### src/sv/rpf_ram.sv
`timescale 1ns / 1ps
// ----------------------------------------------------------------------------
// rpf_ram
// Generic single-write, single-read RAM with registered read data.
// ----------------------------------------------------------------------------
module rpf_ram #(
  parameter int WIDTH = 8,
  parameter int DEPTH = 16,
  localparam int AW = $clog2(DEPTH)
) (
  input  logic             clk,
  input  logic             we,
  input  logic [AW-1:0]    waddr,
  input  logic [WIDTH-1:0] wdata,
  input  logic [AW-1:0]    raddr,
  output logic [WIDTH-1:0] rdata
);

  logic [WIDTH-1:0] mem [DEPTH];

  always_ff @(posedge clk) begin
    if (we) begin
      mem[waddr] <= wdata;
    end
    rdata <= mem[raddr];
  end

endmodule

### config.mk
export PLATFORM = sky130hd
export DESIGN_NAME = rpf_ram
export DESIGN_NICKNAME = d
export VERILOG_FILES = /design/src/sv/rpf_ram.sv
export SDC_FILE = /design/constraint.sdc
export NUM_CORES = 1
export LEC_CHECK = 0
export BUFFER_PORTS_ARGS = -buffer_cell sky130_fd_sc_hd__buf_2
export CAP_MARGIN = 20
export CORE_MARGIN = 1
export CORE_UTILIZATION = 40
export DETAILED_ROUTE_END_ITERATION = 8
export RECOVER_POWER = 25
export SYNTH_ARGS = -nofsm -noshare
export SYNTH_HDL_FRONTEND = slang
export SYNTH_SLANG_ARGS = --single-unit
### constraint.sdc
create_clock -name clk -period 2.45 [get_ports clk]
set_input_delay 0.49 -clock clk [delete_from_list [all_inputs] [get_ports clk]]
set_output_delay 0.49 -clock clk [all_outputs]
set_load 0.005 [all_outputs]
# Yosys cells after proc, flatten, opt, wreduce, memory -nomap -nowiden
# Memories as Yosys holds them, arrays and structs flattened. A register that Yosys moved wholly into a read port is not among the register bits.
# Index checks and enable logic that the tools add are counted.
# Widths: inputs -> output; s select.
[classes]
n_mux = 2
[ops]
columns = ["cell", "n"]
rows = [
  ["$mux 1", 2],
]
[word_totals]
in_bits = 18
ram_bits = 128
ff_bits = 0
memories = 1
output_inout_bits = 8
[mem_list]
columns = ["name", "depth", "word_bits", "rd", "rd_clocked_by_memory_dff", "wr", "line_no", "rtl"]
rows = [
  ["mem", 16, 8, 1, 1, 1, "19", "logic [WIDTH-1:0] mem [DEPTH];"],
]

# Longest topological paths before layout
[logic_depth]
ltp_word = 2
depth_mapped = 5
mapped_depth_nobuf = 3

# Worst setup path before layout
# No wires, ideal clock.
[synth_path]
path_type = "input port to flip-flop"
startpoint = "in waddr[2]"
endpoint = "mem mem[0][0] (enable)"
arrival_ns = 1.600
setup_slack_ns = 0.467
cell_stages = 2
required_time_ns = 2.067
n_path_buf = 0
path_cell_list = "or3b_2 -> nor3_1"
[synth_rtl]
columns = ["element", "line_no", "rtl"]
rows = [
  ["start, declared", "13", "input logic [AW-1:0] waddr,"],
  ["end, declared", "19", ""],
]
# Straight into the memory's write port.

==> flow_metrics.env <==
export IMPL_power_density_over_cell_area_mw_per_mm2=865
export IMPL_floorplan_initialDensity_pct=41.0
export IMPL_clock_sink_count=136
export IMPL_drt_wirelength_per_cell_um=20.4
export IMPL_grt_total_usage_pct=16.1
export IMPL_yosys_cell_types=19
export IMPL_min_period_ps=1550
export IMPL_synth_top_cell_area_share_pct=74.7
export IMPL_drt_pass1_iterations=5
export IMPL_status="complete, no violations"
export IMPL_die_height_um=115
export IMPL_synth_xor_xnor_area_share_pct=0
export IMPL_tns_ps=0
export IMPL_leakage_nw=2.07
export IMPL_multi_input_comb_area_mm2=0.00106
export IMPL_area_sequential_mm2=0.00400
export IMPL_hp_class="primary input to flip-flop"
export IMPL_cts_setup_buffers=0
export IMPL_synthToLayoutAreaGrowth_pct=19.2
export IMPL_drt_antenna_violating_nets=0
export IMPL_finalNetCount=300
export IMPL_placement_io_buffers=25
export IMPL_detailedPlacementHpwl_um=6180
export IMPL_synth_top_cells_by_area="sky130_fd_sc_hd__edfxtp_1 75%, sky130_fd_sc_hd__mux4_2 7.9%, sky130_fd_sc_hd__mux4_1 7.1%"
export IMPL_synth_warnings=0
export IMPL_post_synth_top_area_cell="sky130_fd_sc_hd__edfxtp_1"
export IMPL_max_slew_margin_pct=54.3
export IMPL_grt_start_max_net_pins=33
export IMPL_route_vias_total=2417
export IMPL_final_setup_violating_endpoints=0
export IMPL_dieWidth_um=115
export IMPL_synth_seq_area_share_pct=77.8
export IMPL_final_setup_worst_slack_ps=898
export IMPL_ctsHoldBuffers=0
export IMPL_largest_family_of_logic_cells_by_synthesized_area="multiplexers"
export IMPL_cts_tree="built"
export IMPL_post_synth_fa_ha_maj_area_fraction_pct=0
export IMPL_post_route_cells_drive_above_1_share_pct=28.1
export IMPL_initial_antenna_violation_count=0
export IMPL_critPathCaptureType="flip-flop"
export IMPL_place_gp_congestion=0.739
export IMPL_grt_pass1_vias=2432
export IMPL_grt_setup_unrepaired="no"
export IMPL_postSynthCellCount=229
export IMPL_synth_compound_gate_area_share_pct=2.33
export IMPL_irDropWorstVdd_uv=486
export IMPL_count_of_maximum_capacitance_violations=0
export IMPL_cts_root_buf="sky130_fd_sc_hd__clkbuf_16"
export IMPL_worst_r2r_setup_slack_ps=1070
export IMPL_clk_path_buf_depth=2
export IMPL_post_cts_resize_count=0
export IMPL_crit_required_ps=2740
export IMPL_cts_made_buffers=17
export IMPL_number_of_max_slew_violations_in_the_final_report=0
export IMPL_coreArea_mm2=0.0126
export IMPL_first_pass_grt_wire_length_um=14700
export IMPL_viasPerCell=5.18
export IMPL_num_io_pins=26
export IMPL_seq_cells_post_synth=136
export IMPL_1st_iter_drt_viols=251
export IMPL_max_clock_freq_mhz=644
export IMPL_type_of_element_launching_the_critical_path="primary input"
export IMPL_synth_fp_nets=247
export IMPL_crit_path_max_fanout=32
export IMPL_post_synth_mux_area_share_pct=15.0
export IMPL_synth_simple_gate_area_share_pct=3.18
export IMPL_drt_drc_violations_left=0
export IMPL_max_slew_worst_pin_slew_ps=685
export IMPL_row_cnt=41
export IMPL_cell_area_after_technology_mapping_mm2=0.00515
export IMPL_final_hold_viol_count=0
export IMPL_die_area_mm2=0.0133
export IMPL_skew_pair_late_insertion_delay_ps=410
export IMPL_placement_setup_worst_slack_ps=494
export IMPL_fillers=1007
export IMPL_clkTransAtPathRegs_ps=60
export IMPL_grt_overflow_total=0
export IMPL_totalWireLength_um=9520
export IMPL_timing_clock_skew_ps=6.00
export IMPL_cts_htree_levels=4
export IMPL_worstPathArrival_ps=1840
export IMPL_timing_worst_setup_path_type="primary input to flip-flop"
export IMPL_min_period_over_period_pct=63.4
export IMPL_diodes=0
export IMPL_synthesis_area_per_instance_um2=22.5
-- placed cells by master, fill, tap and decap left out, drive strengths merged --
cell type and instances:
a22oi 16, and2 1, and2b 1, buf 39, bufinv 3, clkbuf 26, clkinv 8, dfxtp 8
edfxtp 128, mux4 32, nand2 9, nand2b 2, nand3 1, nand3b 2, nor2 13, nor2b 1
nor3 4, or3b 1
-- metal layers --
layer / GRT usage (%) / vias to the layer above / share of wire (%)
li1: - / 1076 / -
met4: 8.57 / 0 / 1.8
met5: 0 / - / 0
met3: 4.24 / 16 / 4.0
met1: 21.3 / 1272 / 45
met2: 24.7 / 53 / 49
-- final cells by class --
class                   count  share of cell area, %
flip-flops and latches    136                   65.3
multi-input cells          83                   17.2
clock buffers              21                   7.18
repair buffers             44                   4.67
well taps                 172                   3.51
clock inverters            11                   2.12
-- power breakdown --
part           total (mW)  leakage (nW)  internal, mW  switching, mW
Clock                2.45         0.281          1.58          0.873
Combinational       0.231         0.567         0.103          0.128
Sequential           2.62          1.22          2.60         0.0158
-- worst paths after layout --
check | from | to | depth (start not counted)
worst max-delay path | raddr[0] | rdata[0] | 5
worst min-delay path | wdata[4] | mem[14][4] | 1
worst max register to register | mem[2][0] | rdata[0] | 3
worst min register to register | mem[15][3] | rdata[3] | 3
-- worst max-delay path: stages --
cell and delay (ps):
sky130_fd_sc_hd__buf_2 100, sky130_fd_sc_hd__buf_12 250, sky130_fd_sc_hd__mux4_1 590, sky130_fd_sc_hd__a22oi_1 290
sky130_fd_sc_hd__nand2_1 110
-- sequential cells by signal, indices dropped and copies added, names as in the netlist --
register	cells
rdata	8
mem	128
-- cells in the mapped netlist --
library cell,instances
sky130_fd_sc_hd__and2_1,1
sky130_fd_sc_hd__nor3_1,4
sky130_fd_sc_hd__nand2b_1,2
sky130_fd_sc_hd__a22oi_1,16
sky130_fd_sc_hd__nand3b_1,2
sky130_fd_sc_hd__and2b_1,1
sky130_fd_sc_hd__edfxtp_1,128
sky130_fd_sc_hd__nor2b_1,1
sky130_fd_sc_hd__nor2_1,13
sky130_fd_sc_hd__buf_4,1
sky130_fd_sc_hd__clkdlybuf4s25_2,3
sky130_fd_sc_hd__or3b_2,1
sky130_fd_sc_hd__mux4_2,18
sky130_fd_sc_hd__dfxtp_1,8
sky130_fd_sc_hd__nand3_1,1
sky130_fd_sc_hd__nand2_1,9
sky130_fd_sc_hd__buf_6,3
sky130_fd_sc_hd__buf_2,3
sky130_fd_sc_hd__mux4_1,14
-- through the flow --
stage                     hold slack, ps  cell area (um2)  std cells  power [mW]  util (%)
final                                473             6130        467        5.30      48.8
after global routing                 480             6130        467        5.48      48.8
after CTS                            456             6140        467        5.35      48.9
after detailed placement             672             5570        435        2.90      44.3
after global placement               657             5570        435        2.90      44.3
after floorplan                      589             5150        229        2.79         -
-- logic make-up after synthesis --
logic type,Yosys count
buffers and inverters,10
multiplexers,32
AO/OA/AOI/OAI,16
AND/OR/NAND/NOR,35
flip-flops,136
No activity file was read; power rests on OpenSTA's default activity.
